### src/sv/atcb_pkg.sv
`default_nettype none
package atcb_pkg;

  typedef logic [15:0] count_t;
  typedef logic [2:0]  mode_t;
  typedef logic [1:0]  func_t;

  localparam func_t FUNC_REBOOT = 2'd0;
  localparam func_t FUNC_TASK   = 2'd1;
  localparam func_t FUNC_COMMIT = 2'd2;
  localparam func_t FUNC_NOP    = 2'd3;

  localparam mode_t MODE_SLOW       = 3'd0;
  localparam mode_t MODE_FAST       = 3'd1;
  localparam mode_t MODE_FAST_TASK  = 3'd2;
  localparam mode_t MODE_VALLEY     = 3'd3;
  localparam mode_t MODE_VALLEY_TASK = 3'd4;
  localparam mode_t MODE_WICKED     = 3'd5;

  localparam count_t MAX_TARGET   = 16'h0040;
  localparam count_t TARGET_RESET = 16'd1;
  localparam count_t TOTAL_RESET  = 16'd10;

  localparam int OUT_BITS = 49;
  localparam int OUT_TDATA_BITS = 56;

endpackage
`default_nettype wire

### src/sv/adaptive_task_coalescing_budget_core.sv
// A result is registered and appears on the output in the cycle after its item is accepted.
// Throughput: one item per cycle; the input stays ready while the output register is
// empty or being drained in the same cycle.
// Reset (rst, synchronous): target 1, total 10, budget 0, history and last total 0,
// decreasing set, mode slow, output register empty.
`default_nettype none
module adaptive_task_coalescing_budget_core (
  input  wire                   clk,
  input  wire                   rst,
  input  wire                   cfg_we,
  input  wire atcb_pkg::mode_t  cfg_wdata,      // alg_mode
  input  wire                   s_axis_tvalid,
  output logic                  s_axis_tready,
  input  wire [7:0]             s_axis_tdata,   // [7:0] task_weight
  input  wire atcb_pkg::func_t  s_axis_tuser,   // [1:0] func
  output logic                  m_axis_tvalid,
  input  wire                   m_axis_tready,
  output logic [55:0]           m_axis_tdata    // [15:0] target_budget, [31:16] budget_count,
                                                // [47:32] total_count, [48] budget_reached
);
  import atcb_pkg::*;

  mode_t  alg_mode;
  count_t target_reg, total_reg, budget_reg, last_total_reg;
  count_t hist0, hist1;
  logic   decreasing;

  count_t target_next, total_next, budget_next, last_total_next;
  count_t hist0_next, hist1_next;
  logic   decreasing_next;

  logic   acc;
  mode_t  mode;
  logic   weighted, valley;
  count_t inc;
  logic [17:0] hist_sum;
  count_t mean, t_half1, t_wick, halved, doubled;
  count_t tgt_commit;
  logic   [OUT_BITS-1:0] result;

  assign s_axis_tready = !m_axis_tvalid || m_axis_tready;
  assign acc = s_axis_tvalid && s_axis_tready;

  always_comb begin
    mode = (alg_mode > MODE_WICKED) ? MODE_SLOW : alg_mode;
    weighted = (mode == MODE_FAST_TASK) || (mode == MODE_VALLEY_TASK) || (mode == MODE_WICKED);
    valley = (mode == MODE_VALLEY) || (mode == MODE_VALLEY_TASK);
    inc = weighted ? {8'd0, s_axis_tdata} : 16'd1;
    hist_sum = {2'b00, total_reg} + {2'b00, hist0} + {2'b00, hist1};
    mean = hist_sum[17:2];
    t_half1 = {1'b0, total_reg[15:1]} + 16'd1;
    // 3*(t>>2) + (t&3)
    t_wick = {1'b0, total_reg[15:2], 1'b0} + {2'b00, total_reg[15:2]} + {14'd0, total_reg[1:0]};
    halved = {1'b0, target_reg[15:1]};
    doubled = {target_reg[14:0], 1'b0};

    target_next = target_reg;
    total_next = total_reg;
    budget_next = budget_reg;
    last_total_next = last_total_reg;
    hist0_next = hist0;
    hist1_next = hist1;
    decreasing_next = decreasing;
    tgt_commit = target_reg;

    case (s_axis_tuser)
      FUNC_REBOOT: begin
        budget_next = '0;
        decreasing_next = 1'b1;
        last_total_next = valley ? total_reg : '0;
        if (mode == MODE_SLOW) begin
          if (target_reg > 16'd1) target_next = target_reg - 16'd1;
        end else if (mode == MODE_WICKED) begin
          target_next = (total_reg >= mean) ? t_wick : t_half1;
          hist1_next = hist0;
          hist0_next = total_reg;
        end else begin
          target_next = t_half1;
        end
        total_next = '0;
      end
      FUNC_TASK: begin
        budget_next = budget_reg + inc;
        total_next = total_reg + inc;
      end
      FUNC_COMMIT: begin
        if (mode == MODE_SLOW) begin
          tgt_commit = target_reg + 16'd1;
        end else if (mode == MODE_FAST || mode == MODE_FAST_TASK) begin
          tgt_commit = t_half1;
        end else if (decreasing) begin
          if (target_reg > 16'd1) begin
            tgt_commit = halved;
          end else begin
            decreasing_next = 1'b0;
            tgt_commit = doubled;
          end
        end else if (target_reg < last_total_reg) begin
          tgt_commit = doubled;
        end else begin
          decreasing_next = 1'b1;
          tgt_commit = halved;
        end
        target_next = (tgt_commit > MAX_TARGET) ? MAX_TARGET : tgt_commit;
        budget_next = '0;
      end
      default: begin
      end
    endcase

    result = {(budget_next >= target_next), total_next, budget_next, target_next};
  end

  always_ff @(posedge clk) begin
    if (rst) begin
      alg_mode <= MODE_SLOW;
      target_reg <= TARGET_RESET;
      total_reg <= TOTAL_RESET;
      budget_reg <= '0;
      last_total_reg <= '0;
      hist0 <= '0;
      hist1 <= '0;
      decreasing <= 1'b1;
      m_axis_tvalid <= 1'b0;
    end else begin
      if (cfg_we) alg_mode <= cfg_wdata;
      if (acc) begin
        target_reg <= target_next;
        total_reg <= total_next;
        budget_reg <= budget_next;
        last_total_reg <= last_total_next;
        hist0 <= hist0_next;
        hist1 <= hist1_next;
        decreasing <= decreasing_next;
        m_axis_tvalid <= 1'b1;
      end else if (m_axis_tready) begin
        m_axis_tvalid <= 1'b0;
      end
    end
  end

  // payload register, no reset
  always_ff @(posedge clk) begin
    if (acc) m_axis_tdata <= {{(OUT_TDATA_BITS-OUT_BITS){1'b0}}, result};
  end

  a_commit_cap: assert property (@(posedge clk) disable iff (rst)
    (acc && s_axis_tuser == FUNC_COMMIT) |=> (target_reg <= MAX_TARGET && budget_reg == '0))
    else $error("target above cap or budget not cleared after commit");

  a_reboot_clear: assert property (@(posedge clk) disable iff (rst)
    (acc && s_axis_tuser == FUNC_REBOOT) |=> (total_reg == '0 && budget_reg == '0 && decreasing))
    else $error("reboot did not clear counts");

  a_out_matches_state: assert property (@(posedge clk) disable iff (rst)
    acc |=> (m_axis_tdata[15:0] == target_reg && m_axis_tdata[31:16] == budget_reg &&
             m_axis_tdata[47:32] == total_reg))
    else $error("result does not match updated state");

  a_reached_flag: assert property (@(posedge clk) disable iff (rst)
    m_axis_tvalid |-> (m_axis_tdata[48] == (m_axis_tdata[31:16] >= m_axis_tdata[15:0])))
    else $error("budget_reached inconsistent");

  a_valid_source: assert property (@(posedge clk) disable iff (rst)
    $rose(m_axis_tvalid) |-> $past(acc))
    else $error("result shown without an accepted item");

endmodule
`default_nettype wire

### config.mk
export PLATFORM = sky130hd
export DESIGN_NAME = adaptive_task_coalescing_budget_core
export DESIGN_NICKNAME = d
export VERILOG_FILES = /design/src/sv/atcb_pkg.sv /design/src/sv/adaptive_task_coalescing_budget_core.sv
export SDC_FILE = /design/constraint.sdc
export NUM_CORES = 1
export LEC_CHECK = 0
export BUFFER_PORTS_ARGS = -buffer_cell sky130_fd_sc_hd__buf_2
export CELL_PAD_IN_SITES_DETAIL_PLACEMENT = 0
export CELL_PAD_IN_SITES_GLOBAL_PLACEMENT = 1
export CORE_MARGIN = 2
export CORE_UTILIZATION = 47
export CTS_CLUSTER_SIZE = 10
export DETAILED_ROUTE_END_ITERATION = 10
export PLACE_DENSITY_LB_ADDON = 0.1
export SLEW_MARGIN = 20
export SYNTH_ARGS = -nofsm -noshare
export SYNTH_HDL_FRONTEND = slang
export SYNTH_SLANG_ARGS = --single-unit
### constraint.sdc
create_clock -name clk -period 8.8 [get_ports clk]
set_input_delay 1.32 -clock clk [delete_from_list [all_inputs] [get_ports clk]]
set_output_delay 1.32 -clock clk [all_outputs]
set_load 0.05 [all_outputs]
==> results.json, run 1 <==
{
  "grt_pass1_wl_mm": 53.14,
  "first_iter_violations": 883,
  "regMostFlops": "m_axis_tdata",
  "place_area_sq_um": 11770,
  "setup_viol": 0,
  "wl_mm": 33.88,
  "r2r-end": "m_axis_tdata[48]$_DFFE_PP_",
  "viasPerCell": 5.858,
  "period_share_pct": 85.64,
  "crit_end": "m_axis_tdata[48]$_DFFE_PP_",
  "ant_nets": 0,
  "numPlacedInstances": 1669,
  "clock_latency_ns": 0.43,
  "cts_tree": "built",
  "p_leak_nw": 5.122,
  "syn2layout_area_growth_pct": 10.24,
  "crit_buf_inv": 1,
  "power_density_nw_per_um2": 153.3,
  "yosysMostFrequentCell": "nand2_1",
  "r2r_cells": 30,
  "drv_slew": 0,
  "io_pins": 76,
  "die_w_um": 158.6,
  "die_area_sq_um": 25150,
  "slowest_stage": "dfxtp_1",
  "status": "complete, no violations",
  "coreArea_sq_um": 23470,
  "critPathLaunchType": "register",
  "synth_cell_type_count": 73,
  "ys.flop_type": "dfxtp_1",
  "post-cts-setup-buffer-count": 0,
  "yosysSeqAreaShare_pct": 31.11,
  "yosys.area.top_type": "dfxtp_1",
  "routabilityCongestion": 0.9397,
  "fin_cells": 1701,
  "clock-root-buffer": "clkbuf_16",
  "critPathKind": "reg -> reg",
  "cts-buffers-inserted": 17,
  "ys_ff_latch": 150,
  "antenna_found_initial": 0,
  "ctsHoldBuffers": 0,
  "hold_violations": 0,
  "nets": 1517,
  "ctsResizeCount": 0,
  "grt_pass1_vias": 9441,
  "rr_startpoint": "total_reg[1]$_SDFFE_PP1P_",
  "grt_max_degree": 65,
  "num_vias": 9964,
  "synth.area.top_cells": "dfxtp_1 18%, edfxtp_1 13%, ha_1 12%, nand2_1 5.4%, a21oi_1 5.4%",
  "max-clock-path-buffers": 2,
  "crit_start": "total_reg[1]$_SDFFE_PP1P_",
  "die_h_um": 158.6,
  "largest_reg_flops": 49,
  "syn_inst": 1342,
  "tightest_slew_ns": 1.015,
  "fin_area_sq_um": 12380,
  "dp_hpwl_mm": 24.08,
  "port_buffers": 68,
  "crit_path_frequent_cell": "a21o_1",
  "path_max_fanout": 13,
  "htree_levels": 4,
  "synth_top_area_share_pct": 18.00,
  "drive_above_1_share_pct": 9.841,
  "cap_violations": 0,
  "finClkSkew_ns": 0.01441,
  "wl_per_cell_um": 19.91,
  "drt_first_pass_iters": 5,
  "synth_area_sq_um": 11230,
  "critical_path.top_delay_family": "compound AO/OA/AOI/OAI gates",
  "hold_class": "reg -> reg",
  "rsz0062_at_grt": "false",
  "relSlewSlack_pct": 31.74,
  "synth_edf_count": 49,
  "path_clk_slew_ns": 0.07,
  "crit_path_end_kind": "register",
  "drc": 0,
  "crit_required_ns": 8.98,
  "grtUsageTotal_pct": 27.72,
  "antenna_cells": 0,
  "synthTopCellsByCount": "163 x nand2_1, 122 x a21oi_1, 110 x ha_1",
  "grt_overflow_total": 0,
  "fp-row-count": 56,
  "start_util_pct": 47.85,
  "min_period_ns": 7.537,
  "fmax_mhz": 132.7,
  "tritoncts_num_sinks": 150,
  "vdd_ir_drop_max_v": 0.00009379,
  "crit_arrival_ns": 7.72,
  "slowest_delay_ns": 0.68,
  "avgSynthCellArea_sq_um": 8.369,
  "rrSetupSlack_ns": 1.26,
  "cp_num_cells": 30,
  "synth_async_sr_flop_share_pct": 0,
  "fin_tns_setup_ns": 0,
  "yosys_warnings": 0
}
-- final cells by class --
type                       count  area (sq um)
sequential                   150          3493
multi-input combinational   1054          7184
fill                        2241         11090
tap                          319         399.1
inverter                      62         234.0
clock inverter                10         106.4
clock buffer                  22         500.5
timing repair buffer          84         462.9
-- how the worst min path moves through the flow --
stage | slack, ns | startpoint | cells after the start | endpoint
6_report | 0.46 | hist1[15]$_SDFFE_PP0P_ | 2 | hist1[15]$_SDFFE_PP0P_
5_1_grt | 0.48 | hist0[15]$_SDFFE_PP0P_ | 2 | hist1[15]$_SDFFE_PP0P_
4_1_cts | 0.46 | hist0[15]$_SDFFE_PP0P_ | 2 | hist1[15]$_SDFFE_PP0P_
3_5_place_dp | 0.46 | hist1[15]$_SDFFE_PP0P_ | 2 | hist1[15]$_SDFFE_PP0P_
3_3_place_gp | 0.44 | hist1[0]$_SDFFE_PP0P_ | 2 | hist1[0]$_SDFFE_PP0P_
2_1_floorplan | 0.44 | hist1[15]$_SDFFE_PP0P_ | 2 | hist1[15]$_SDFFE_PP0P_
-- report_power, final --
| part | internal, mW | switching, mW | total (mW) |
|---|---|---|---|
| registers | 0.741 | 0.0270 | 0.768 |
| clock network | 0.441 | 0.329 | 0.770 |
| logic | 0.106 | 0.255 | 0.361 |
| total | 1.29 | 0.610 | 1.90 |
-- worst min-delay path: stages (launching register included) --
cell	delay, ns
dfxtp_1	0.31
nand2_1	0.05
a21oi_1	0.05
-- layer usage --
metal,part of all wire [%],GRT usage [%]
met1,48,39.69
met2,44,42.63
met3,4.9,3.783
met4,2.9,10.04
met5,0,0
-- cells by family (layout without fill, tap and decap cells) --
kind of cell / after synthesis / after routing / share of synthesized area [%]
adder cells (fa/ha/maj): 130 / 130 / 15.82
flip-flops: 150 / 150 / 31.11
AND/OR/NAND/NOR: 458 / 458 / 19.18
XOR/XNOR: 77 / 77 / 6.005
other: 1 / 7 / 0.03339
AO/OA/AOI/OAI: 368 / 368 / 21.40
multiplexers: 14 / 14 / 1.270
buffers and inverters: 144 / 178 / 5.180
-- cells in the final DEF (no fill, tap or decap), types with 5 or more instances in the layout --
master / Yosys / layout
nand2_1: 163 / 163
a21oi_1: 122 / 121
ha_1: 110 / 110
dfxtp_1: 101 / 101
nor2_1: 101 / 100
buf_2: 5 / 67
inv_1: 62 / 61
o21ai_0: 53 / 53
xnor2_1: 52 / 52
edfxtp_1: 49 / 49
nand3_1: 45 / 45
nor3_1: 26 / 26
a21o_1: 26 / 26
xor2_1: 25 / 25
a22oi_1: 22 / 22
nor2b_1: 21 / 21
nand4_1: 20 / 20
fa_1: 20 / 20
a211oi_1: 19 / 19
clkbuf_16: 0 / 19
a31oi_1: 18 / 18
and2_1: 17 / 17
buf_4: 7 / 17
nand2b_1: 14 / 14
nor4_1: 12 / 12
mux2i_1: 12 / 12
o21bai_1: 12 / 12
o211ai_1: 11 / 11
or3_1: 11 / 11
o21a_1: 9 / 9
and3_1: 8 / 8
a22o_1: 8 / 8
o31ai_1: 7 / 7
conb_1: 1 / 7
o22ai_1: 6 / 6
a2111oi_0: 6 / 6
or2_2: 5 / 5
or4_1: 5 / 5
a211o_1: 5 / 5
-- per-stage QoR --
step	worst slack [ns]	power (mW)	hold WS, ns	util (%)
final	1.263	1.898	0.4598	52.75
after floorplan	2.235	1.041	0.4363	-
after global routing	0.4805	1.976	0.4842	52.75
after global placement	1.577	1.138	0.4450	50.16
after detailed placement	1.386	1.138	0.4562	50.16
after CTS	1.276	1.911	0.4639	52.75
(Power assumes the default switching activity.)
==> inputs of run 2 (changes only) <==
--- a/config.mk
+++ b/config.mk
@@ -9,10 +9,10 @@
 export CELL_PAD_IN_SITES_DETAIL_PLACEMENT = 0
 export CELL_PAD_IN_SITES_GLOBAL_PLACEMENT = 1
 export CORE_MARGIN = 2
-export CORE_UTILIZATION = 47
+export CORE_UTILIZATION = 31
 export CTS_CLUSTER_SIZE = 10
 export DETAILED_ROUTE_END_ITERATION = 10
-export PLACE_DENSITY_LB_ADDON = 0.1
+export PLACE_DENSITY_LB_ADDON = 0.15
 export SLEW_MARGIN = 20
 export SYNTH_ARGS = -nofsm -noshare
 export SYNTH_HDL_FRONTEND = slang
==> run 2 against run 1 <==
Against the previous run: via count about the same; sequential share of layout area is 0.47 points lower; critical path depth stayed put; critical path type unchanged; largest cell class unchanged.
==> results.json, run 2 (synthesis gave the netlist of run 1 again) <==
{
  "max-clock-path-buffers": 2,
  "r2r-end": "m_axis_tdata[48]$_DFFE_PP_",
  "clkPwrFrac_pct": 40.5,
  "status": "complete, no violations",
  "r2r_cells": 30,
  "rr_startpoint": "total_reg[1]$_SDFFE_PP1P_",
  "drc": 0,
  "coreArea_sq_um": 35660,
  "grt_overflow_total": 0,
  "die_h_um": 194.3,
  "slowest_delay_ns": 0.67,
  "comb_power_share_pct": 19.4,
  "ant_nets": 0,
  "regMostFlops": "m_axis_tdata",
  "layout_setup_ws_ns": 1.393,
  "internal_power_mw": 1.295,
  "start_util_pct": 31.50,
  "largest_reg_flops": 49,
  "rsz0062_at_grt": "false",
  "crit_end": "m_axis_tdata[48]$_DFFE_PP_",
  "ctsHoldBuffers": 0,
  "p_sw_uw": 619.2,
  "dp_slack_ns": 1.351,
  "clock_latency_ns": 0.45,
  "crit_path_end_kind": "register",
  "drive_above_1_share_pct": 10.17,
  "grt_pass1_wl_mm": 58.33,
  "grt_max_degree": 55,
  "viasPerCell": 5.394,
  "period_share_pct": 84.17,
  "antenna_found_initial": 1,
  "wl_per_cell_um": 20.62,
  "crit_arrival_ns": 7.60,
  "fmax_mhz": 135.0,
  "drt_first_pass_iters": 5,
  "whs_ns": 0.4603,
  "netSwitchingFraction_pct": 32.35,
  "p_total_mw": 1.914,
  "drv_slew": 0,
  "slowest_stage": "dfxtp_1",
  "ctsResizeCount": 0,
  "num_vias": 9968,
  "cts_tree": "built",
  "tightest_slew_ns": 1.048,
  "fin_tns_setup_ns": 0,
  "grt_pass1_vias": 9652,
  "post-cts-setup-buffer-count": 0,
  "cts-buffers-inserted": 17,
  "clock-root-buffer": "clkbuf_16",
  "fillCellCount": 3752,
  "place_area_sq_um": 11990,
  "io_pins": 76,
  "cap_violations": 0,
  "power_density_nw_per_um2": 152.0,
  "port_buffers": 68,
  "critPathKind": "reg -> reg",
  "path_max_fanout": 13,
  "crit_path_frequent_cell": "a21o_1",
  "nets": 1521,
  "worstHoldStart": "hist1[1]$_SDFFE_PP0P_",
  "setup_viol": 0,
  "fin_area_sq_um": 12590,
  "tritoncts_num_sinks": 150,
  "routabilityCongestion": 0.8630,
  "final_cell_mix": "163 x nand2_1, 120 x a21oi_1, 110 x ha_1",
  "critPathLaunchType": "register",
  "path_clk_slew_ns": 0.07,
  "crit_required_ns": 8.99,
  "vdd_ir_drop_max_v": 0.0001315,
  "dp_hpwl_mm": 27.54,
  "rrSetupSlack_ns": 1.39,
  "wl_mm": 38.11,
  "grtUsageTotal_pct": 20.20,
  "finClkSkew_ns": 0.01966,
  "die_w_um": 194.3,
  "die_area_sq_um": 37770,
  "relSlewSlack_pct": 29.53,
  "hold_class": "reg -> reg",
  "first_iter_violations": 737,
  "p_leak_nw": 5.144,
  "syn2layout_area_growth_pct": 12.11,
  "mostFrequentLayoutCell": "nand2_1",
  "htree_levels": 4,
  "p_seq_share_pct": 40.1,
  "fp-row-count": 69,
  "crit_start": "total_reg[1]$_SDFFE_PP1P_",
  "min_period_ns": 7.407,
  "hold_violations": 0
}
run 2: worst min-delay path by stage:
stage	to	slack, ns	depth (start not counted)
after floorplan	hist1[15]$_SDFFE_PP0P_	0.44	2
after global placement	hist1[1]$_SDFFE_PP0P_	0.45	2
after global routing	hist1[1]$_SDFFE_PP0P_	0.48	2
after detailed placement	hist1[1]$_SDFFE_PP0P_	0.45	2
final	hist1[1]$_SDFFE_PP0P_	0.46	2
after CTS	hist1[1]$_SDFFE_PP0P_	0.46	2
run 2: layer usage:
layer	GRT usage (%)	vias to the layer above	share of wire [%]
met5	0	-	0
met4	6.695	0	2.2
met3	3.158	41	3.6
met2	30.98	202	44
met1	28.89	4812	50
li1	-	4913	-
run 2: worst max-delay path: cells and delay by family (launching register included):
kind,cells,cell delay (ns)
adder cells (fa/ha/maj),4,1.53
buffers and inverters,1,0.19
AO/OA/AOI/OAI,20,3.77
multiplexers,1,0.20
flip-flops,1,0.67
AND/OR/NAND/NOR,4,0.78
run 2: cell type report:
class                           instances  area, sq um  share of cell area (%)
Multi-Input combinational cell       1054         7188                   57.09
Timing Repair Buffer                   88        493.0                   3.915
Clock inverter                         15        177.7                   1.411
Inverter                               62        234.0                   1.858
Antenna cell                            1        2.502                 0.01987
Sequential cell                       150         3493                   27.75
Clock buffer                           17        425.4                   3.379
Tap cell                              461        576.8                   4.581
run 2: metrics by stage:
stage | utilization (%) | std cells
finish | 35.31 | 1848
global route | 35.31 | 1847
CTS | 35.31 | 1847
detailed placement | 33.61 | 1815
global placement | 33.61 | 1815
floorplan | - | 1348
run 2: power groups by stage:
stage               registers (mW)  logic (mW)  clock network, mW
finish                       0.768       0.371              0.775
global route                 0.771       0.401              0.826
CTS                          0.768       0.371              0.800
detailed placement           0.783       0.369                  0
global placement             0.783       0.373                  0
floorplan                    0.824       0.216                  0
==> inputs of run 3 (changes only) <==
--- a/config.mk
+++ b/config.mk
@@ -5,6 +5,7 @@
 export SDC_FILE = /design/constraint.sdc
 export NUM_CORES = 1
 export LEC_CHECK = 0
+export ABC_AREA = 1
 export BUFFER_PORTS_ARGS = -buffer_cell sky130_fd_sc_hd__buf_2
 export CELL_PAD_IN_SITES_DETAIL_PLACEMENT = 0
 export CELL_PAD_IN_SITES_GLOBAL_PLACEMENT = 1
==> constraint.sdc (replaced) <==
create_clock -name clk -period 7.5 [get_ports clk]
set_input_delay 1.125 -clock clk [delete_from_list [all_inputs] [get_ports clk]]
set_output_delay 1.125 -clock clk [all_outputs]
set_load 0.05 [all_outputs]
==> run 3 against run 2 <==
Against the previous run: core utilization fell by 0.054 points; synthesized area is 2.3% higher; count of clock-buffer cells in the layout grew 1; critical path type unchanged.
==> results.json, run 3 <==
{
  "status": "complete, no violations",
  "crit_arrival_ns": 6.83,
  "ctsResizeCount": 0,
  "nets": 1811,
  "yosysMostFrequentCell": "nand2_1",
  "period_share_pct": 88.39,
  "tightest_slew_ns": 0.9209,
  "yosys.area.top_type": "dfxtp_1",
  "ctsHoldBuffers": 0,
  "r2r-end": "m_axis_tdata[48]$_DFFE_PP_",
  "fin_area_sq_um": 12880,
  "avgSynthCellArea_sq_um": 7.126,
  "ant_nets": 0,
  "fillCellCount": 3932,
  "synth_top_area_share_pct": 17.59,
  "ys.flop_type": "dfxtp_1",
  "p_sw_uw": 968.2,
  "p_seq_share_pct": 37.6,
  "die_h_um": 196.6,
  "setup_viol": 0,
  "utilization_pct": 35.26,
  "drv_slew": 0,
  "critPathKind": "reg -> reg",
  "io_pins": 76,
  "slowest_delay_ns": 0.53,
  "layout_setup_ws_ns": 0.8706,
  "fp-row-count": 70,
  "final_cell_mix": "311 x nand2_1, 229 x inv_1, 171 x a21oi_1",
  "coreArea_sq_um": 36520,
  "drc": 0,
  "comb_power_share_pct": 28.8,
  "start_util_pct": 31.47,
  "drt_first_pass_iters": 5,
  "wl_per_cell_um": 17.36,
  "viasPerCell": 4.907,
  "crit_path_end_kind": "register",
  "ff_latch_area_sq_um": 3493,
  "num_vias": 10520,
  "rr_startpoint": "total_reg[1]$_SDFFE_PP1P_",
  "slowest_stage": "fa_1",
  "yosys_warnings": 0,
  "fin_tns_setup_ns": 0,
  "port_buffers": 68,
  "max-clock-path-buffers": 2,
  "dp_hpwl_mm": 28.20,
  "cap_violations": 0,
  "syn_inst": 1613,
  "wl_mm": 37.21,
  "synth_edf_count": 49,
  "grt_pass1_vias": 10150,
  "antenna_found_initial": 0,
  "internal_power_mw": 1.552,
  "hold_class": "reg -> reg",
  "crit_required_ns": 7.70,
  "drive_above_1_share_pct": 9.845,
  "crit_buf_inv": 4,
  "r2r_cells": 43,
  "multi_input_area_sq_um": 6860,
  "largest_reg_flops": 49,
  "place_area_sq_um": 12320,
  "crit_start": "total_reg[1]$_SDFFE_PP1P_",
  "ys_ff_latch": 150,
  "dp_slack_ns": 0.8713,
  "synth_area_sq_um": 11490,
  "synth_async_sr_flop_share_pct": 0,
  "die_area_sq_um": 38630,
  "whs_ns": 0.5030,
  "cts_tree": "built",
  "path_clk_slew_ns": 0.07,
  "rrSetupSlack_ns": 0.87,
  "relSlewSlack_pct": 38.54,
  "synthTopCellsByCount": "312 x nand2_1, 230 x inv_1, 172 x a21oi_1",
  "critPathLaunchType": "register",
  "p_leak_nw": 6.150,
  "grt_pass1_wl_mm": 58.30,
  "antenna_cells": 0,
  "mostFrequentLayoutCell": "nand2_1",
  "crit_end": "m_axis_tdata[48]$_DFFE_PP_",
  "vdd_ir_drop_max_v": 0.0001814,
  "grt_overflow_total": 0,
  "synth_cell_type_count": 51,
  "regMostFlops": "m_axis_tdata",
  "holdPathStages": 2,
  "htree_levels": 4,
  "cp_num_cells": 43,
  "clock-root-buffer": "clkbuf_16",
  "cts-buffers-inserted": 17,
  "grt_max_degree": 63,
  "critical_path.top_delay_family": "compound AO/OA/AOI/OAI gates",
  "tritoncts_num_sinks": 150,
  "power_density_nw_per_um2": 195.7,
  "die_w_um": 196.6,
  "first_iter_violations": 697,
  "synth.area.top_cells": "dfxtp_1 18%, edfxtp_1 13%, ha_1 12%, nand2_1 10%, inv_1 7.5%",
  "post-cts-setup-buffer-count": 0,
  "fmax_mhz": 150.8,
  "hold_violations": 0,
  "path_max_fanout": 15,
  "yosysSeqAreaShare_pct": 30.39,
  "syn2layout_area_growth_pct": 12.04,
  "crit_path_frequent_cell": "nand2_1",
  "routabilityCongestion": 0.8414,
  "rsz0062_at_grt": "false",
  "clock_latency_ns": 0.46,
  "netSwitchingFraction_pct": 38.43,
  "min_period_ns": 6.629,
  "grtUsageTotal_pct": 19.78,
  "finClkSkew_ns": 0.01917,
  "clkPwrFrac_pct": 33.6
}
==> run 3: kinds of logic after synthesis <==
logic type                 Yosys count  share of synthesized area (%)
and+or+nand+nor                    600                          22.63
AOI/OAI and AO/OA                  395                          18.53
xor gates and xnor gates            36                          2.743
other                                1                        0.03263
adders and majority gates          130                          15.46
DFF                                150                          30.39
buffers and inverters              301                          10.21
==> run 3: metal layers <==
| metal | global-route usage, % | wire length [um] | vias up |
|---|---|---|---|
| li1 | - | - | 5454 |
| met1 | 27.90 | 18640 | 4884 |
| met2 | 31.94 | 17080 | 167 |
| met3 | 3.012 | 1208 | 15 |
| met4 | 4.237 | 283 | 0 |
| met5 | 0 | 0 | - |
==> run 3: power groups by stage <==
stage	logic, mW	registers (mW)	clock network, mW
floorplan	0.461	1.03	0
global placement	0.729	0.965	0
detailed placement	0.729	0.965	0
CTS	0.732	0.947	0.873
global route	0.822	0.954	0.902
finish	0.725	0.947	0.848
==> run 3: area by class of cell <==
class,count,area share (%)
clock buffers,18,3.410
clock inverters,14,0.9133
inverters,239,6.976
multi-input cells,1168,53.27
flip-flops and latches,150,27.13
well taps,468,4.547
repair buffers,87,3.750
==> run 3: stage by stage <==
stage	power, mW	instances
2_1_floorplan	1.487	1619
3_5_place_dp	1.693	2112
6_report	2.520	2144
4_1_cts	2.552	2144
3_3_place_gp	1.694	2112
5_1_grt	2.679	2144
==> run 3: how the worst min path moves through the flow <==
stage	startpoint	endpoint	slack (ns)
6_report	hist0[15]$_SDFFE_PP0P_	hist1[15]$_SDFFE_PP0P_	0.50
3_5_place_dp	hist0[15]$_SDFFE_PP0P_	hist1[15]$_SDFFE_PP0P_	0.50
3_3_place_gp	hist0[15]$_SDFFE_PP0P_	hist1[15]$_SDFFE_PP0P_	0.49
2_1_floorplan	hist0[15]$_SDFFE_PP0P_	hist1[15]$_SDFFE_PP0P_	0.47
5_1_grt	hist0[1]$_SDFFE_PP0P_	hist1[1]$_SDFFE_PP0P_	0.54
4_1_cts	hist0[15]$_SDFFE_PP0P_	hist1[15]$_SDFFE_PP0P_	0.51
==> run 3: worst min-delay path, cell delays in order (launching register included) <==
cell,delay [ns]
dfxtp_1,0.31
inv_1,0.08
a21oi_1,0.07
